===== src/rtl/rpn_pkg.sv =====
// Shared types and constants of the RPN stack calculator.
package rpn_pkg;

  localparam int DATA_W      = 32;
  localparam int FRAC_W      = 16;
  localparam int STACK_DEPTH = 128;
  localparam int ADDR_W      = $clog2(STACK_DEPTH);
  localparam int SP_W        = $clog2(STACK_DEPTH + 1);
  localparam int DIV_STEPS   = DATA_W;
  localparam int DIV_CNT_W   = $clog2(DIV_STEPS + 1);

  localparam logic signed [DATA_W-1:0] Q_MAX = {1'b0, {(DATA_W-1){1'b1}}};
  localparam logic signed [DATA_W-1:0] Q_MIN = {1'b1, {(DATA_W-1){1'b0}}};

  typedef enum logic [2:0] {
    OP_NUM   = 3'd0,
    OP_ADD   = 3'd1,
    OP_SUB   = 3'd2,
    OP_MUL   = 3'd3,
    OP_DIV   = 3'd4,
    OP_MOD   = 3'd5,
    OP_PRINT = 3'd6,
    OP_UNK   = 3'd7
  } rpn_op_t;

  typedef enum logic [3:0] {
    S_IDLE,
    S_POP_B,
    S_WAIT_B,
    S_CHK_B,
    S_POP_A,
    S_WAIT_A,
    S_EXEC,
    S_MUL,
    S_DIV,
    S_DIV_FIN,
    S_PUSH,
    S_DONE
  } rpn_state_t;

  typedef struct packed {
    logic    accept;
    logic    tok_unk;
    logic    pop_b;
    logic    pop_a;
    logic    set_print;
    logic    set_divz;
    logic    calc;
    logic    mul_start;
    logic    mul_fin;
    logic    div_start;
    logic    div_fin;
    logic    push;
    logic    out_load;
    rpn_op_t op;
  } rpn_cmd_t;

  typedef struct packed {
    logic b_zero;
    logic b_int_zero;
    logic div_busy;
  } rpn_sts_t;

  typedef struct packed {
    logic                     printed;
    logic signed [DATA_W-1:0] value;
    logic                     underflow;
    logic                     overflow;
    logic                     div_zero;
    logic                     unknown_op;
    logic                     saturated;
  } rpn_result_t;

endpackage


===== src/rtl/rpn_ctrl.sv =====
// Controller: token sequencing state machine and output valid flag.
module rpn_ctrl (
  input  logic              clk,
  input  logic              rst_n,
  input  logic              in_valid,
  input  logic [2:0]        in_func,
  output logic              in_ready,
  output logic              out_valid,
  input  logic              out_ready,
  input  rpn_pkg::rpn_sts_t sts,
  output rpn_pkg::rpn_cmd_t cmd
);

  rpn_pkg::rpn_state_t state_r;
  rpn_pkg::rpn_state_t state_nxt;
  rpn_pkg::rpn_op_t    op_r;
  rpn_pkg::rpn_op_t    tok;
  logic                out_valid_r;
  logic                out_free;
  logic                b_is_zero;

  assign tok       = rpn_pkg::rpn_op_t'(in_func);
  assign out_free  = ~out_valid_r | out_ready;
  assign b_is_zero = (op_r == rpn_pkg::OP_MOD) ? sts.b_int_zero : sts.b_zero;

  always_ff @(posedge clk) begin
    if (!rst_n) begin
      state_r     <= rpn_pkg::S_IDLE;
      op_r        <= rpn_pkg::OP_NUM;
      out_valid_r <= 1'b0;
    end else begin
      state_r <= state_nxt;
      if (cmd.accept) begin
        op_r <= tok;
      end
      if (cmd.out_load) begin
        out_valid_r <= 1'b1;
      end else if (out_ready) begin
        out_valid_r <= 1'b0;
      end
    end
  end

  // next state
  always_comb begin
    state_nxt = state_r;
    unique case (state_r)
      rpn_pkg::S_IDLE: begin
        if (in_valid) begin
          case (tok) inside
            rpn_pkg::OP_NUM: state_nxt = rpn_pkg::S_PUSH;
            rpn_pkg::OP_UNK: state_nxt = rpn_pkg::S_DONE;
            default:         state_nxt = rpn_pkg::S_POP_B;
          endcase
        end
      end
      rpn_pkg::S_POP_B: state_nxt = rpn_pkg::S_WAIT_B;
      rpn_pkg::S_WAIT_B: begin
        case (op_r) inside
          rpn_pkg::OP_PRINT:                 state_nxt = rpn_pkg::S_DONE;
          rpn_pkg::OP_DIV, rpn_pkg::OP_MOD:  state_nxt = rpn_pkg::S_CHK_B;
          default:                           state_nxt = rpn_pkg::S_POP_A;
        endcase
      end
      rpn_pkg::S_CHK_B:  state_nxt = b_is_zero ? rpn_pkg::S_DONE : rpn_pkg::S_POP_A;
      rpn_pkg::S_POP_A:  state_nxt = rpn_pkg::S_WAIT_A;
      rpn_pkg::S_WAIT_A: state_nxt = rpn_pkg::S_EXEC;
      rpn_pkg::S_EXEC: begin
        case (op_r) inside
          rpn_pkg::OP_MUL:                   state_nxt = rpn_pkg::S_MUL;
          rpn_pkg::OP_DIV, rpn_pkg::OP_MOD:  state_nxt = rpn_pkg::S_DIV;
          default:                           state_nxt = rpn_pkg::S_PUSH;
        endcase
      end
      rpn_pkg::S_MUL:     state_nxt = rpn_pkg::S_PUSH;
      rpn_pkg::S_DIV:     state_nxt = sts.div_busy ? rpn_pkg::S_DIV : rpn_pkg::S_DIV_FIN;
      rpn_pkg::S_DIV_FIN: state_nxt = rpn_pkg::S_PUSH;
      rpn_pkg::S_PUSH:    state_nxt = rpn_pkg::S_DONE;
      rpn_pkg::S_DONE:    state_nxt = out_free ? rpn_pkg::S_IDLE : rpn_pkg::S_DONE;
      default:            state_nxt = rpn_pkg::S_IDLE;
    endcase
  end

  // outputs
  always_comb begin
    cmd      = '0;
    cmd.op   = op_r;
    in_ready = 1'b0;
    unique case (state_r)
      rpn_pkg::S_IDLE: begin
        in_ready    = 1'b1;
        cmd.accept  = in_valid;
        cmd.tok_unk = (tok == rpn_pkg::OP_UNK);
      end
      rpn_pkg::S_POP_B:  cmd.pop_b     = 1'b1;
      rpn_pkg::S_WAIT_B: cmd.set_print = (op_r == rpn_pkg::OP_PRINT);
      rpn_pkg::S_CHK_B:  cmd.set_divz  = b_is_zero;
      rpn_pkg::S_POP_A:  cmd.pop_a     = 1'b1;
      rpn_pkg::S_WAIT_A: ;
      rpn_pkg::S_EXEC: begin
        case (op_r) inside
          rpn_pkg::OP_ADD, rpn_pkg::OP_SUB: cmd.calc      = 1'b1;
          rpn_pkg::OP_MUL:                  cmd.mul_start = 1'b1;
          rpn_pkg::OP_DIV, rpn_pkg::OP_MOD: cmd.div_start = 1'b1;
          default: ;
        endcase
      end
      rpn_pkg::S_MUL:     cmd.mul_fin  = 1'b1;
      rpn_pkg::S_DIV:     ;
      rpn_pkg::S_DIV_FIN: cmd.div_fin  = 1'b1;
      rpn_pkg::S_PUSH:    cmd.push     = 1'b1;
      rpn_pkg::S_DONE:    cmd.out_load = out_free;
      default: ;
    endcase
  end

  assign out_valid = out_valid_r;

endmodule


===== config.mk =====
export PLATFORM = sky130hd
export DESIGN_NAME = rpn_ctrl
export DESIGN_NICKNAME = d
export VERILOG_FILES = /design/src/rtl/rpn_pkg.sv /design/src/rtl/rpn_ctrl.sv
export SDC_FILE = /design/constraint.sdc
export NUM_CORES = 1
export LEC_CHECK = 0
export ABC_CLOCK_PERIOD_IN_PS = 2000
export BUFFER_PORTS_ARGS = -buffer_cell sky130_fd_sc_hd__buf_2
export CAP_MARGIN = 0
export CORE_UTILIZATION = 49
export CTS_BUF_LIST = sky130_fd_sc_hd__clkbuf_8
export DETAILED_ROUTE_END_ITERATION = 8
export MAX_ROUTING_LAYER = met4
export PLACE_DENSITY = 0.83
export SETUP_SLACK_MARGIN = 0.3
export SLEW_MARGIN = 40
export SYNTH_ARGS = -nofsm -noshare
export SYNTH_HDL_FRONTEND = slang
export SYNTH_SLANG_ARGS = --single-unit

===== constraint.sdc =====
create_clock -name clk -period 2 [get_ports clk]
set_clock_uncertainty 0.15 [all_clocks]
set_input_delay 0.2 -clock clk [delete_from_list [all_inputs] [get_ports clk]]
set_output_delay 0.2 -clock clk [all_outputs]
set_load 0.02 [all_outputs]

==> results of run 1 <==
-- power by group --
part / internal, mW / switching [mW] / leakage, nW
Combinational: 0.450 / 0.504 / 0.371
Sequential: 0.222 / 0.0769 / 0.0684
Clock: 0.130 / 0.0579 / 0.0216
-- metrics by stage --
step / total power [mW] / worst slack, ns / util [%] / area, sq um
floorplan: 0.8226 / 0.2373 / - / 715.7
global placement: 0.9355 / 0.2594 / 64.29 / 847.1
detailed placement: 0.9517 / 0.2153 / 64.29 / 847.1
CTS: 1.302 / 0.2201 / 73.31 / 965.9
global route: 1.527 / 0.1733 / 78.92 / 1040
finish: 1.441 / 0.2028 / 78.92 / 1040
-- how the worst min path moves through the flow --
stage | start | endpoint | slack [ns] | cells past startpoint
2_1_floorplan | rst_n | out_valid | 0.17 | 1
3_3_place_gp | op_r[1] | op_r[1] | 0.31 | 2
3_5_place_dp | op_r[2] | op_r[2] | 0.32 | 2
4_1_cts | in_func[2] | op_r[2] | 0.10 | 3
5_1_grt | rst_n | out_valid | 0.11 | 2
6_report | rst_n | out_valid | 0.11 | 2
-- layer usage --
layer  track usage (%)  up-vias  part of all wire (%)
met3             2.841        6                   5.6
met4             15.52        0                   1.9
met5                 -        -                     0
met2             43.44       48                    51
met1             32.43      385                    41
li1                  -      422                     -
-- final cells by class --
type	count	area (sq um)	area share [%]
tap	15	18.77	1.805
timing repair buffer	39	246.5	23.71
multi-input combinational	79	541.8	52.11
sequential	8	173.9	16.73
clock buffer	3	41.29	3.971
inverter	4	17.52	1.685
-- timing repair --
action	4_1_cts	5_1_grt
endpoints found under the setup margin	16	13
gates resized for setup	14	13
setup buffers	6	3
pin swaps	2	1
-- sequential cells by signal, indices dropped and copies added, names as in the netlist --
name and cells:
op_r 3, out_valid 1, state_r 4
-- cells in the mapped netlist (2+ instances only) --
library cell and count:
nor2_1 10, a21boi_1 3, buf_2 3, nor2b_1 4, nor3_1 4, dfxtp_1 8, nand3_1 4, nand3b_1 4
and2_1 2, a31oi_1 3, nor4_1 5, o21a_1 2, inv_1 3, o21ai_0 2, clkbuf_1 5, nand2_1 10
nand2b_1 4, a21oi_1 5, or2_2 2
-- kinds of logic after synthesis --
kind of cell | after synthesis | share of synthesized area (%)
AND/OR/NAND/NOR | 52 | 39.82
multiplexers | 1 | 1.607
flip-flops | 8 | 22.86
AO/OA/AOI/OAI | 24 | 24.47
buffers and inverters | 13 | 8.570
XOR/XNOR | 1 | 1.250
adder cells (fa/ha/maj) | 1 | 1.429
-- layout by cell type (no fill, tap or decap), types with 2 or more instances in the layout --
| cell | synthesis | layout |
|---|---|---|
| dfxtp_2 | 0 | 2 |
| nor4_1 | 5 | 2 |
| clkbuf_8 | 0 | 3 |
| inv_1 | 3 | 2 |
| a31oi_1 | 3 | 3 |
| nor2_1 | 10 | 9 |
| o21ai_0 | 2 | 2 |
| buf_6 | 1 | 3 |
| buf_4 | 0 | 13 |
| nand3b_1 | 4 | 4 |
| and2_1 | 2 | 2 |
| nand3_1 | 4 | 4 |
| buf_2 | 3 | 23 |
| a21boi_1 | 3 | 3 |
| nor2b_1 | 4 | 4 |
| nor4_2 | 0 | 3 |
| nor3_1 | 4 | 3 |
| o21a_1 | 2 | 2 |
| dfxtp_1 | 8 | 3 |
| nand2b_2 | 0 | 2 |
| dfxtp_4 | 0 | 3 |
| or2_2 | 2 | 2 |
| nand2b_4 | 0 | 2 |
| a21oi_1 | 5 | 5 |
| nand2_1 | 10 | 8 |
==> results_dict.tcl, run 1 <==
set metrics [dict create \
    power_leakage_nw 0.4610 \
    cp-start-kind "flip-flop" \
    fmax_ghz 0.5564 \
    synthTopCellsByArea "dfxtp_1 23%, nand2_1 5.4%, nor2_1 5.4%" \
    setup_viol 0 \
    synthCells 100 \
    synth_nets 110 \
    dr.pass1.iters 4 \
    fin_cells 148 \
    drc 0 \
    coreArea_sq_mm 0.001318 \
    synthArstFlopShare_pct 0 \
    tightest_slew_ns 0.3051 \
    drv_slew 0 \
    max_stage_delay_ns 0.58 \
    drt_first_iter_violations 20 \
    reg2reg_to "op_r[2]" \
    die_w_microns 39.82 \
    final.setup.tns_ns 0 \
    synth-seq-cells 8 \
    syn-cell-area_sq_um 700.7 \
    dp_cells 136 \
    worst_hold_slack_ns 0.1085 \
    nets 145 \
    synth_area_per_cell_sq_um 7.007 \
    antenna_left 0 \
    grt_overflow 0 \
    cts_buffers 3 \
    area_growth_pct 48.39 \
    clk_pin_slew_worst_paths_ns 0.04 \
    status "complete, no violations" \
    path_delay_family "simple AND/OR/NAND/NOR gates" \
    die-area_sq_mm 0.001585 \
    io_buffer_count 27 \
    cts_tree "built" \
    wl_per_cell_microns 13.66 \
    drv_cap 0 \
    rrSetupSlack_ns 0.28 \
    cpMaxStageDelayCell "or4_4" \
    hold_violations 0 \
    synth_top_area_cell "dfxtp_1" \
    globalRouteTotalUtil_pct 27.04 \
    arrival_ns 1.45 \
    clk_latency_ns 0.22 \
    powerDensity_mw_per_mm2 1386 \
    synth.yosys.seq_area_share_pct 22.86 \
    grt_pass1_vias 652 \
    viasPerCell 5.818 \
    ff2ff_path_depth 7 \
    htreeDepth 1 \
    yosys.cell_types.count 36 \
    critPathRequiredTime_ns 1.65 \
    cts_hold_buf 0 \
    num_rows 13 \
    grt_pass1_wl_microns 2760 \
    critical_path.endpoint "cmd[15]" \
    yosys_warnings 0 \
    ir_drop_v 0.001092 \
    grt_max_degree 16 \
    cts_root_buffer "clkbuf_8" \
    synth_edf_count 0 \
    hold_class "input pin to flip-flop" \
    die_y_microns 39.82 \
    path_buf_inv 3 \
    clockBufferDepth 2 \
    timing.critical_path.from "state_r[1]" \
    wl_microns 2022 \
    yosysTopAreaCellShare_pct 22.86 \
    path_depth 5 \
    crit_chain "or4_4, inv_4, nand2_4, inv_2, buf_6" \
    slew_headroom_pct 79.47 \
    dp_hpwl_microns 1285 \
    worstReg2RegStart "state_r[1]" \
    post_route_cells_drive_above_1_share_pct 50.38 \
    routabilityCongestion 0.8801 \
    synth_ff_type "dfxtp_1" \
    cts.sinks 8 \
    pin_count 28 \
    vias 861 \
    initial_utilization_pct 53.18 \
    antenna_found_initial 0 \
    fin_crit_sh_pct 89.86 \
    fill_cells 94 \
    crit_fanout 4 \
    cp-end-kind "output pin" \
    grt_setup_unrepaired "true" \
    diodes 0 \
    fin_crit_ns 1.797 \
    critical_path_class "flip-flop to output pin" \
]
(Power assumes the default switching activity.)
==> run 2, diff against run 1 <==
- CAP_MARGIN: 0 -> 20
- CORE_UTILIZATION: 49 -> 46
- CTS_BUF_LIST: sky130_fd_sc_hd__clkbuf_8 -> unset
- PLACE_DENSITY: 0.83 -> 0.78
==> results_dict.tcl, run 2 (synthesis results as in run 1) <==
set metrics [dict create \
    status "complete, no violations" \
    cp-start-kind "flip-flop" \
    largest_reg_flops 4 \
    drc 0 \
    die_w_microns 41.03 \
    worstReg2RegStart "state_r[1]" \
    layout_common_cells "23 x buf_4, 21 x buf_2, 9 x nor2_1" \
    dp_cells 138 \
    drt_first_iter_violations 28 \
    wl_per_cell_microns 15.02 \
    placed_area_sq_um 862.1 \
    htreeDepth 1 \
    drv_cap 0 \
    antenna_found_initial 0 \
    pin_count 28 \
    cpMaxStageDelayCell "or4_4" \
    tightest_slew_ns 0.3160 \
    critical_path.endpoint "cmd[15]" \
    hold_violations 0 \
    cts.sinks 8 \
    vias 906 \
    grt_max_degree 13 \
    grt_pass1_wl_microns 3284 \
    fin_crit_ns 1.823 \
    hold_class "input pin to flip-flop" \
    drv_slew 0 \
    dr.pass1.iters 4 \
    nets 152 \
    grt_setup_unrepaired "true" \
    power_leakage_nw 0.4835 \
    critical_path_class "flip-flop to output pin" \
    die_y_microns 41.03 \
    fin_crit_sh_pct 91.16 \
    regMostFlops "state_r" \
    initial_utilization_pct 51.28 \
    reg2reg_to "op_r[2]" \
    grt_pass1_vias 741 \
    path_buf_inv 3 \
    path_depth 5 \
    critPathRequiredTime_ns 1.65 \
    routabilityCongestion 0.9168 \
    fin_cells 155 \
    cts_tree "built" \
    dp_hpwl_microns 1367 \
    globalRouteTotalUtil_pct 31.49 \
    fill_cells 100 \
    crit_chain "or4_4, inv_4, nand2_4, inv_2, buf_6" \
    clk_latency_ns 0.26 \
    grt_overflow 0 \
    rrSetupSlack_ns 0.23 \
    coreArea_sq_mm 0.001366 \
    final.setup.tns_ns 0 \
    powerDensity_mw_per_mm2 1393 \
    cts_root_buffer "clkbuf_4" \
    clockBufferDepth 2 \
    setup_viol 0 \
    viasPerCell 5.845 \
    path_delay_family "simple AND/OR/NAND/NOR gates" \
    num_rows 13 \
    post_route_cells_drive_above_1_share_pct 52.14 \
    crit_fanout 4 \
    arrival_ns 1.47 \
    ir_drop_v 0.001062 \
    antenna_left 0 \
    final_common_cell "buf_4" \
    slew_headroom_pct 78.89 \
    clk_pin_slew_worst_paths_ns 0.05 \
    cts_buffers 3 \
    area_growth_pct 52.50 \
    timing.critical_path.from "state_r[1]" \
    max_stage_delay_ns 0.57 \
    fmax_ghz 0.5485 \
    wl_microns 2328 \
    ff2ff_path_depth 7 \
    design_area_sq_mm 0.001069 \
    diodes 0 \
    cp-end-kind "output pin" \
    io_buffer_count 27 \
    die-area_sq_mm 0.001683 \
]
[run 2: area by class of cell]
class                   count  area, sq um  area share [%]
clock buffers               3        22.52           2.108
flip-flops and latches      8        173.9           16.28
inverters                   4        17.52           1.639
well taps                  15        18.77           1.756
multi-input cells          79        535.5           50.12
repair buffers             46        300.3           28.10
[run 2: worst min path at each step]
| stage | startpoint | endpoint | slack [ns] | cells after the start |
|---|---|---|---|---|
| 5_1_grt | rst_n | out_valid | 0.08 | 2 |
| 3_5_place_dp | op_r[1] | op_r[1] | 0.32 | 2 |
| 4_1_cts | in_func[1] | op_r[1] | 0.07 | 3 |
| 3_3_place_gp | op_r[1] | op_r[1] | 0.33 | 2 |
| 6_report | rst_n | out_valid | 0.08 | 2 |
| 2_1_floorplan | rst_n | out_valid | 0.17 | 1 |
[run 2: through the flow]
stage / hold WS (ns) / setup slack (ns) / utilization [%] / power, mW
after global routing: 0.07882 / 0.1308 / 78.21 / 1.572
final: 0.07661 / 0.1769 / 78.21 / 1.488
after floorplan: 0.1675 / 0.2373 / - / 0.8226
after global placement: 0.3261 / 0.2673 / 63.10 / 0.9510
after detailed placement: 0.3195 / 0.2304 / 63.10 / 0.9730
after CTS: 0.06542 / 0.1895 / 74.73 / 1.375
[run 2: repair_timing]
item,4_1_cts,5_1_grt
buffers inserted,13,1
hold buffers,0,0
gates resized for setup,16,11
pin swaps,1,2
setup endpoints to repair,16,11
[run 2: report_power, final]
| group | switching, mW | internal [mW] | leakage, nW | total (mW) |
|---|---|---|---|---|
| Sequential | 0.0630 | 0.221 | 0.0684 | 0.284 |
| Combinational | 0.557 | 0.524 | 0.401 | 1.08 |
| Clock | 0.0551 | 0.0687 | 0.0138 | 0.124 |
| Total | 0.675 | 0.813 | 0.483 | 1.49 |
[run 2: metal layers]
layer,part of all wire (%),GRT usage (%),vias to the layer above
met3,5.4,3.261,11
li1,-,-,438
met4,4.3,20.83,0
met5,0,-,-
met2,49,50.00,44
met1,42,37.13,413
